`src/rtl/sli_pkg.sv`:
```
// Shared types and codes for the sorted list insert/pop block.
package sli_pkg;

    localparam int VALUE_W = 32;
    localparam int FILL_W  = 5;

    // Input word action codes
    localparam logic [1:0] ACT_INSERT = 2'd0;
    localparam logic [1:0] ACT_POP    = 2'd1;
    localparam logic [1:0] ACT_DUMP   = 2'd2;

    // Result status codes
    localparam logic [1:0] ST_OK    = 2'd0;
    localparam logic [1:0] ST_FULL  = 2'd1;
    localparam logic [1:0] ST_EMPTY = 2'd2;

    typedef struct packed {
        logic [1:0]                action;
        logic signed [VALUE_W-1:0] in_value;
    } t_in_word;

    typedef struct packed {
        logic signed [VALUE_W-1:0] out_value;
        logic                      out_last;
        logic [1:0]                status;
        logic [FILL_W-1:0]         fill_count;
    } t_out_word;

    // What every cell does in the current cycle
    typedef enum logic [1:0] {
        CELL_HOLD,
        CELL_INSERT,
        CELL_SHIFT,
        CELL_ROTATE
    } t_cell_op;

    typedef struct packed {
        t_cell_op op;
        logic     occupied;  // slot index below the fill count
        logic     tail;      // last occupied slot
        logic     at_count;  // first free slot
    } t_cell_ctrl;

endpackage

```
`src/rtl/sli_cell.sv`:
```
// One slot of the sorted list: holds a value, compares, and trades with its neighbors.
module sli_cell (
    input  logic                                 i_clk,
    input  sli_pkg::t_cell_ctrl                  i_ctrl,
    input  logic signed [sli_pkg::VALUE_W-1:0]   i_new_value,
    input  logic signed [sli_pkg::VALUE_W-1:0]   i_head_value,
    input  logic                                 i_prev_ge,
    input  logic signed [sli_pkg::VALUE_W-1:0]   i_prev_value,
    input  logic signed [sli_pkg::VALUE_W-1:0]   i_next_value,
    output logic                                 o_ge,
    output logic signed [sli_pkg::VALUE_W-1:0]   o_value
);
    import sli_pkg::*;

    logic signed [VALUE_W-1:0] r_value;
    logic signed [VALUE_W-1:0] n_value;

    // stored value sorts at or after the incoming one
    assign o_ge    = i_ctrl.occupied && (r_value >= i_new_value);
    assign o_value = r_value;

    always_comb begin
        n_value = r_value;
        case (i_ctrl.op)
            CELL_INSERT: begin
                if (i_prev_ge) begin
                    n_value = i_prev_value;
                end else if (o_ge || i_ctrl.at_count) begin
                    n_value = i_new_value;
                end
            end
            CELL_SHIFT: begin
                if (i_ctrl.occupied) begin
                    n_value = i_next_value;
                end
            end
            CELL_ROTATE: begin
                if (i_ctrl.tail) begin
                    n_value = i_head_value;
                end else if (i_ctrl.occupied) begin
                    n_value = i_next_value;
                end
            end
            default: begin
                n_value = r_value;
            end
        endcase
    end

    always_ff @(posedge i_clk) begin
        r_value <= n_value;
    end

endmodule

```
`src/rtl/sorted_list_insert_pop_top.sv`:
```
// Top level of the sorted list: control, fill count and a row of compare-and-shift cells.
//
//  channel | direction | handshake                 | word
//  --------+-----------+---------------------------+------------------------------
//  command | in        | start high, busy low      | i_word  (action, in_value)
//  result  | out       | o_strobe, one cycle only  | o_word  (value, last, status,
//          |           |                           |          fill_count)
//
// Insert and pop update the cell row as the command is accepted; their result
// word shows the cycle after the command and busy stays low, so commands may run
// back to back. A dump of N stored values keeps busy high while the row rotates
// one slot per cycle past the head cell, giving one word per cycle; the row is
// back in order when the dump ends. Empty dumps and unused action codes leave
// busy low. Reset (synchronous, active low) clears the fill count and control
// only; slot contents are don't-care until written. The receiver cannot stall.
module sorted_list_insert_pop_top #(
    parameter int CAPACITY = 16
) (
    input  logic               i_clk,
    input  logic               i_rst_n,
    input  logic               start,
    output logic               busy,
    input  sli_pkg::t_in_word  i_word,
    output logic               o_strobe,
    output sli_pkg::t_out_word o_word
);
    import sli_pkg::*;

    localparam int CW = $clog2(CAPACITY + 1);

    typedef enum logic {
        S_IDLE,
        S_DUMP
    } t_state;

    t_state          r_state,    n_state;
    logic [CW-1:0]   r_count,    n_count;
    logic [CW-1:0]   r_dump_idx, n_dump_idx;
    logic            r_strobe,   n_strobe;
    t_out_word       r_word,     n_word;

    logic            accept;
    logic            full;
    logic            empty;
    logic            dump_last;
    t_cell_op        cell_op;

    logic [CAPACITY-1:0]               cell_ge;
    logic signed [VALUE_W-1:0]         cell_value [CAPACITY];
    logic [CW+FILL_W-1:0]              fill_next_wide;
    logic [CW+FILL_W-1:0]              fill_cur_wide;

    assign accept    = start && !busy;
    assign busy      = (r_state == S_DUMP);
    assign full      = (r_count == CW'(CAPACITY));
    assign empty     = (r_count == '0);
    assign dump_last = ((r_dump_idx + CW'(1)) == r_count);

    // fill_count is the stored count modulo 32
    assign fill_next_wide = {{FILL_W{1'b0}}, n_count};
    assign fill_cur_wide  = {{FILL_W{1'b0}}, r_count};

    // Command decode: what the row does this cycle and which word comes out
    always_comb begin
        n_state    = r_state;
        n_count    = r_count;
        n_dump_idx = r_dump_idx;
        n_strobe   = 1'b0;
        n_word     = r_word;
        cell_op    = CELL_HOLD;

        if (r_state == S_DUMP) begin
            // head cell goes out, row rotates one slot toward the head
            cell_op           = CELL_ROTATE;
            n_strobe          = 1'b1;
            n_word.out_value  = cell_value[0];
            n_word.out_last   = dump_last;
            n_word.status     = ST_OK;
            n_word.fill_count = fill_cur_wide[FILL_W-1:0];
            n_dump_idx        = r_dump_idx + CW'(1);
            if (dump_last) begin
                n_state = S_IDLE;
            end
        end else if (accept) begin
            case (i_word.action)
                ACT_INSERT: begin
                    n_strobe         = 1'b1;
                    n_word.out_value = '0;
                    n_word.out_last  = 1'b1;
                    if (full) begin
                        n_word.status = ST_FULL;
                    end else begin
                        cell_op       = CELL_INSERT;
                        n_count       = r_count + CW'(1);
                        n_word.status = ST_OK;
                    end
                end
                ACT_POP: begin
                    n_strobe        = 1'b1;
                    n_word.out_last = 1'b1;
                    if (empty) begin
                        n_word.out_value = '0;
                        n_word.status    = ST_EMPTY;
                    end else begin
                        cell_op          = CELL_SHIFT;
                        n_count          = r_count - CW'(1);
                        n_word.out_value = cell_value[0];
                        n_word.status    = ST_OK;
                    end
                end
                ACT_DUMP: begin
                    if (empty) begin
                        n_strobe         = 1'b1;
                        n_word.out_value = '0;
                        n_word.out_last  = 1'b1;
                        n_word.status    = ST_EMPTY;
                    end else begin
                        n_state    = S_DUMP;
                        n_dump_idx = '0;
                    end
                end
                default: begin
                    // unused code: no result, nothing changes
                    n_strobe = 1'b0;
                end
            endcase
            n_word.fill_count = fill_next_wide[FILL_W-1:0];
        end
    end

    // Cell row
    for (genvar g = 0; g < CAPACITY; g++) begin : g_cell
        t_cell_ctrl                 ctrl;
        logic                       prev_ge;
        logic signed [VALUE_W-1:0]  prev_value;
        logic signed [VALUE_W-1:0]  next_value;

        assign ctrl.op       = cell_op;
        assign ctrl.occupied = (CW'(g) < r_count);
        assign ctrl.tail     = (CW'(g + 1) == r_count);
        assign ctrl.at_count = (CW'(g) == r_count);

        if (g == 0) begin : g_head
            assign prev_ge    = 1'b0;
            assign prev_value = '0;
        end else begin : g_body
            assign prev_ge    = cell_ge[g-1];
            assign prev_value = cell_value[g-1];
        end

        if (g == CAPACITY - 1) begin : g_end
            assign next_value = '0;
        end else begin : g_mid
            assign next_value = cell_value[g+1];
        end

        sli_cell u_cell (
            .i_clk        (i_clk),
            .i_ctrl       (ctrl),
            .i_new_value  (i_word.in_value),
            .i_head_value (cell_value[0]),
            .i_prev_ge    (prev_ge),
            .i_prev_value (prev_value),
            .i_next_value (next_value),
            .o_ge         (cell_ge[g]),
            .o_value      (cell_value[g])
        );
    end

    // State and registered result word
    always_ff @(posedge i_clk) begin
        if (!i_rst_n) begin
            r_state    <= S_IDLE;
            r_count    <= '0;
            r_dump_idx <= '0;
            r_strobe   <= 1'b0;
        end else begin
            r_state    <= n_state;
            r_count    <= n_count;
            r_dump_idx <= n_dump_idx;
            r_strobe   <= n_strobe;
        end
        r_word <= n_word;
    end

    assign o_strobe = r_strobe;
    assign o_word   = r_word;

`ifndef ASSERT_OFF
    a_count_bound : assert property (@(posedge i_clk) disable iff (!i_rst_n)
        r_count <= CW'(CAPACITY))
        else $error("fill count above capacity");

    a_insert_grows : assert property (@(posedge i_clk) disable iff (!i_rst_n)
        accept && (i_word.action == ACT_INSERT) && !full
        |=> r_count == ($past(r_count) + CW'(1)))
        else $error("insert did not grow the list");

    a_dump_holds_count : assert property (@(posedge i_clk) disable iff (!i_rst_n)
        busy |=> r_count == $past(r_count))
        else $error("fill count moved during dump");

    a_midword_busy : assert property (@(posedge i_clk) disable iff (!i_rst_n)
        o_strobe && !o_word.out_last |-> busy)
        else $error("non-final word outside a dump");

    a_dump_start : assert property (@(posedge i_clk) disable iff (!i_rst_n)
        accept && (i_word.action == ACT_DUMP) && !empty |=> busy && !o_strobe)
        else $error("dump did not start");
`endif

endmodule

```
`config.mk`:
```
export PLATFORM = sky130hd
export DESIGN_NAME = sorted_list_insert_pop_top
export DESIGN_NICKNAME = d
export VERILOG_FILES = /design/src/rtl/sli_pkg.sv /design/src/rtl/sli_cell.sv /design/src/rtl/sorted_list_insert_pop_top.sv
export SDC_FILE = /design/constraint.sdc
export NUM_CORES = 2
export LEC_CHECK = 0
export ABC_AREA = 0
export BUFFER_PORTS_ARGS = -buffer_cell sky130_fd_sc_hd__buf_2
export CAP_MARGIN = 20
export CORE_AREA = 8 8 293 295
export DETAILED_ROUTE_END_ITERATION = 8
export DIE_AREA = 0 0 301 303
export GPL_TIMING_DRIVEN = 1
export PLACE_DENSITY_LB_ADDON = 0.05
export SYNTH_ARGS = -nofsm -noshare
export SYNTH_HDL_FRONTEND = slang
export SYNTH_HIERARCHICAL = 1
export SYNTH_SLANG_ARGS = --single-unit
```
`constraint.sdc`:
```
create_clock -name i_clk -period 12.3 [get_ports i_clk]
set_input_delay 0.615 -clock i_clk [delete_from_list [all_inputs] [get_ports i_clk]]
set_output_delay 0.615 -clock i_clk [all_outputs]
set_load 0.005 [all_outputs]
```
## Word-level counts from Yosys, hierarchy flattened

Cells that the tools add are included.

| word-level totals | value |
|---|---|
| register bits | 564 |
| latch bits | 0 |
| bits in writable memories | 0 |
| ROM bits | 0 |
| input bits | 37 |
| logic and storage cells | 272 |
| memories | 0 |

| cells by class | value |
|---|---|
| add/subtract/negate cells | 3 |
| multiply operators | 0 |
| divide/modulo/power cells | 0 |
| magnitude comparators | 32 |
| equal/unequal tests | 43 |
| shifts and indexed selects | 0 |
| multiplexer cells | 109 |
| bitwise logic cells | 0 |
| reduce and logical (&&, ||, !) cells | 61 |

Operator list:

| cell | number |
|---|---|
| two-way mux 32 bit | 64 |
| one-hot mux 32 bit (3 select lines) | 16 |
| >= comparator 32 bit | 16 |
| one-hot mux 35 bit (3 select lines) | 1 |
| two-way mux 40 bit | 2 |
| != test 3 x 1 -> 1 bit, second input constant | 15 |
| == test 4 x 5 -> 1 bit, first input constant | 8 |
| less-than comparator 4 x 5 -> 1 bit, first input constant | 8 |
| two-way mux 5 bit | 8 |
| two-way mux 35 bit | 1 |
| AND reduction 2 bit | 15 |
| == test 3 x 5 -> 1 bit, first input constant | 4 |
| less-than comparator 3 x 5 -> 1 bit, first input constant | 4 |
| logical AND 1 bit | 17 |
| logical OR 1 bit | 16 |
| AND reduction 3 bit | 4 |
| adder 5 x 1 -> 5 bit, second input constant | 2 |
| == test 2 x 5 -> 1 bit, first input constant | 2 |
| less-than comparator 1 x 5 -> 1 bit, first input constant | 2 |
| less-than comparator 2 x 5 -> 1 bit, first input constant | 2 |
| two-way mux 1 bit | 10 |
| one-hot mux 5 bit (2 select lines) | 1 |
| two-way mux 2 bit | 4 |
| == test 2 bit, second input constant | 3 |
| other kinds (18) | 23 |

## Longest topological paths before layout

| logic depth | value |
|---|---|
| word-level depth | 8 |
| mapped depth | 12 |

## Cells and area by module

The synthesis kept the hierarchy.

Modules (own cells, without submodules):

| module | instances | cells each | area each (um^2) | seq. area each (um^2) |
|---|---|---|---|---|
| sli_cell (g_cell[0].u_cell ...) | 14 | 333 | 3079.2 | 960.9 |
| sli_cell (g_cell[8].u_cell ...) | 2 | 336 | 3106.7 | 960.9 |
| sorted_list_insert_pop_top | 1 | 287 | 2932.8 | 1421.4 |

## Worst setup path before layout

No wires, ideal clock.

| timing path | value |
|---|---|
| path type | reg2reg |
| start | register r_count[1] |
| end | register g_cell[0].u_cell.r_value[0], enable pin |
| setup time | 0.421 ns |
| arrival | 4.185 ns |
| required time | 11.879 ns |
| setup slack | 7.694 ns |
| stages on the path, launching flop included | 12 |
| buffers on the path | 3 |
| path through | dfxtp_1 clkbuf_1 inv_1 ha_1 or4b_4 buf_6 and2_4 a21o_1 clkbuf_1 or3_1 o22ai_1 nor2_1 |

| on the way | value |
|---|---|
| cells in the longest elaborated chain, start to end | 8 |

Ends and longest elaborated chain:

| element | line | source |
|---|---|---|
| start, declared | sorted_list_insert_pop_top.sv:37 | `logic [CW-1:0] r_count, n_count;` |
| start signal, assigned | sorted_list_insert_pop_top.sv:179 | `r_count <= n_count;` |
| logical NOT 5 bit * | sorted_list_insert_pop_top.sv:56 | `assign empty = (r_count == '0);` |
| two-way mux 2 bit * | sorted_list_insert_pop_top.sv:101 | `if (empty) begin` |
| one-hot mux 2 bit (2 select lines) * | sorted_list_insert_pop_top.sv:85 | `case (i_word.action)` |
| two-way mux 2 bit * | sorted_list_insert_pop_top.sv:84 | `end else if (accept) begin` |
| two-way mux 2 bit * | sorted_list_insert_pop_top.sv:72 | `if (r_state == S_DUMP) begin` |
| named net cell_op[1] | sorted_list_insert_pop_top.sv:46 | `t_cell_op cell_op;` |
| == test 2 bit or == test 2 x 1 -> 1 bit (tied branches) | sli_cell.sv:24 | `case (i_ctrl.op)` |
| != test 2 bit (no source line), or another cell as far along | n/a |  |
| AND reduction 3 bit (no source line) * | n/a |  |
| end signal, assigned | sli_cell.sv:51 | `r_value <= n_value;` |
| end, declared | sli_cell.sv:15 | `logic signed [VALUE_W-1:0] r_value;` |

The timed path passes the listed nets; every way through them passes the cells marked *.
A chain may end at the register's enable or synchronous reset.

## Final worst setup path

| timing path | value |
|---|---|
| start | register r_count[0] |
| end | register g_cell[3].u_cell.r_value[6], data pin |

| on the way | value |
|---|---|
| cells in the longest elaborated chain, start to end | 7 |

Ends and longest elaborated chain:

| element | line | source |
|---|---|---|
| logical NOT 5 bit * | sorted_list_insert_pop_top.sv:56 |  |
| two-way mux 2 bit * | sorted_list_insert_pop_top.sv:101 |  |
| one-hot mux 2 bit (2 select lines) * | sorted_list_insert_pop_top.sv:85 |  |
| two-way mux 2 bit * | sorted_list_insert_pop_top.sv:84 |  |
| two-way mux 2 bit * | sorted_list_insert_pop_top.sv:72 |  |
| named net cell_op[1] | sorted_list_insert_pop_top.sv:46 |  |
| == test 2 bit or == test 2 x 1 -> 1 bit (tied branches) | sli_cell.sv:24 |  |
| one-hot mux 32 bit (3 select lines) * | sli_cell.sv:24 |  |
| named net g_cell[3].u_cell.n_value[6] | sli_cell.sv:16 | `logic signed [VALUE_W-1:0] n_value;` |
| end signal, assigned | sli_cell.sv:51 |  |
| end, declared | sli_cell.sv:15 |  |

Marks and branches as above.

==> results.py <==
metrics = {
    "setup_path": {
        "crit_fanout": 243,
        "cp-start-kind": "flop",
        "crit_type": "flop to flop",
        "worstPathArrival_ns": 6.00,
        "crit_path_end_kind": "flop",
        "required_ns": 12.76,
    },
    "yosys": {
        "syn_avg_cell_area_sq_um": 9.30,
        "yosysWarningCount": 6,
        "synthCells": 5619,
        "syn_area_sq_mm": 0.0522,
    },
    "global_route": {
        "grt_pass1_vias": 42300,
        "gr-total-overflow": 0,
        "grt_pass1_wl_mm": 241,
        "grt_max_degree": 244,
        "antenna_found_initial": 1,
        "gr-usage-all-layers_pct": 32.6,
    },
    "routing": {
        "wire_per_inst_microns": 22.7,
        "drc": 0,
        "ant_nets": 0,
        "wl_mm": 153,
        "first_iter_violations": 4165,
        "viasPerCell": 6.44,
        "vias": 43300,
        "drt_pass1_iterations": 6,
    },
    "floorplan": {
        "start_util_pct": 64.3,
        "ios": 79,
        "rows": 105,
        "chipHeight_microns": 303,
        "die_w_microns": 301,
        "die_area_sq_mm": 0.0912,
        "core_region_area_sq_mm": 0.0812,
    },
    "clocking": {
        "clkLatencyLatePin_ns": 0.64,
        "numCtsBuffers": 71,
        "cts_hold_buf": 0,
        "clock-sinks": 564,
        "cts.htree.levels": 3,
        "cts_root_buffer": "clkbuf_16",
        "postCtsSetupRepairBufs": 0,
        "ctsResizeCount": 0,
        "cts_tree": "done",
        "path_clk_slew_ns": 0.06,
        "clockBufferDepth": 3,
    },
    "timing": {
        "worst_pin_slew_ns": 1.15,
        "drv_slew": 0,
        "min_period_over_period_pct": 45.0,
        "fin_hold_ws_ns": 0.370,
        "setup_viol": 0,
        "tns_ns": 0,
        "hold_viol": 0,
        "grt_setup_unrepaired": "false",
        "fmax_mhz": 181,
        "clock-skew-final_ns": 0.0320,
        "fin_ws_ns": 6.76,
        "fin_crit_ns": 5.54,
        "slew_headroom_pct": 22.8,
    },
    "power": {
        "vdd_drop_max_uv": 122,
        "p_leak_nw": 22.0,
        "power.total_mw": 5.85,
        "p_per_area_mw_per_mm2": 104,
    },
    "placement": {
        "io_buffer_count": 78,
        "place_congestion": 0.890,
        "placed_area_sq_mm": 0.0539,
        "hpwl_mm": 106,
        "post-place-ws_ns": 6.84,
    },
    "status": {
        "status": "completed",
    },
    "cells_and_area": {
        "area_delta_synth_final_pct": 7.61,
        "final_cell_mix": "mux2i_1, nand2_1, edfxtp_1",
        "fin_area_sq_mm": 0.0562,
        "final_common_cell": "mux2i_1",
        "drive_gt1_share_pct": 8.00,
        "layout.nets": 6162,
    },
    "flow_run": {
        "max_cap_viol_count": 0,
    },
    "min_path": {
        "hold_class": "input pin to flop",
    },
}
-- sequential cells by signal, summed over array words and instances, names as in the netlist --
| signal | count |
|---|---|
| busy | 1 |
| g_cell.u_cell/o_value | 512 |
| o_strobe | 1 |
| o_word | 40 |
| r_count | 5 |
| r_dump_idx | 5 |
-- worst paths after layout --
check | startpoint | end | slack (ns) | depth (start not counted)
worst max-delay path | r_count[0] | g_cell[3].u_cell/o_value[6] | 6.76 | 10
worst min-delay path | i_rst_n | r_count[1] | 0.37 | 2
worst max register to register | r_count[0] | g_cell[3].u_cell/o_value[6] | 6.76 | 10
worst min register to register | o_word[6] | o_word[6] | 0.47 | 2
-- cell type report --
cell class / count / area [sq um]
sequential: 564 / 16800
timing repair buffer: 206 / 1460
fill: 6549 / 25000
inverter: 524 / 1970
tap: 1070 / 1340
clock inverter: 45 / 385
multi-input combinational: 4236 / 32400
clock buffer: 85 / 1860
antenna: 1 / 2.50
-- routing by layer --
| metal | share of wire (%) | GRT usage, % | vias to the layer above |
|---|---|---|---|
| met1 | 42 | 43.2 | 20600 |
| met4 | 4.2 | 13.6 | 0 |
| met2 | 47 | 54.4 | 1692 |
| li1 | - | - | 20800 |
| met5 | 0 | 0 | - |
| met3 | 7.0 | 3.27 | 308 |
-- critical path, stage by stage, from the launching register on --
cell and delay [ns]:
dfxtp_1 0.77, inv_1 0.30, ha_1 0.35, or4b_4 0.28
and2_4 0.18, a21o_4 0.49, buf_12 0.63, buf_4 0.82
buf_12 0.70, o211ai_1 0.22, o21ai_1 0.15
-- through the flow --
| stage | util [%] | cells |
|---|---|---|
| after floorplan | - | 5683 |
| after global placement | 66.3 | 6593 |
| after detailed placement | 66.3 | 6594 |
| after CTS | 69.1 | 6724 |
| after global routing | 69.2 | 6730 |
| final | 69.2 | 6731 |
-- where the power goes --
group | leakage, nW | switching [mW] | total [mW] | internal [mW]
registers | 5.13 | 0.105 | 2.37 | 2.26
logic | 15.7 | 0.862 | 1.39 | 0.528
clock network | 1.12 | 0.899 | 2.09 | 1.19
No activity file was read; power rests on OpenSTA's default activity.
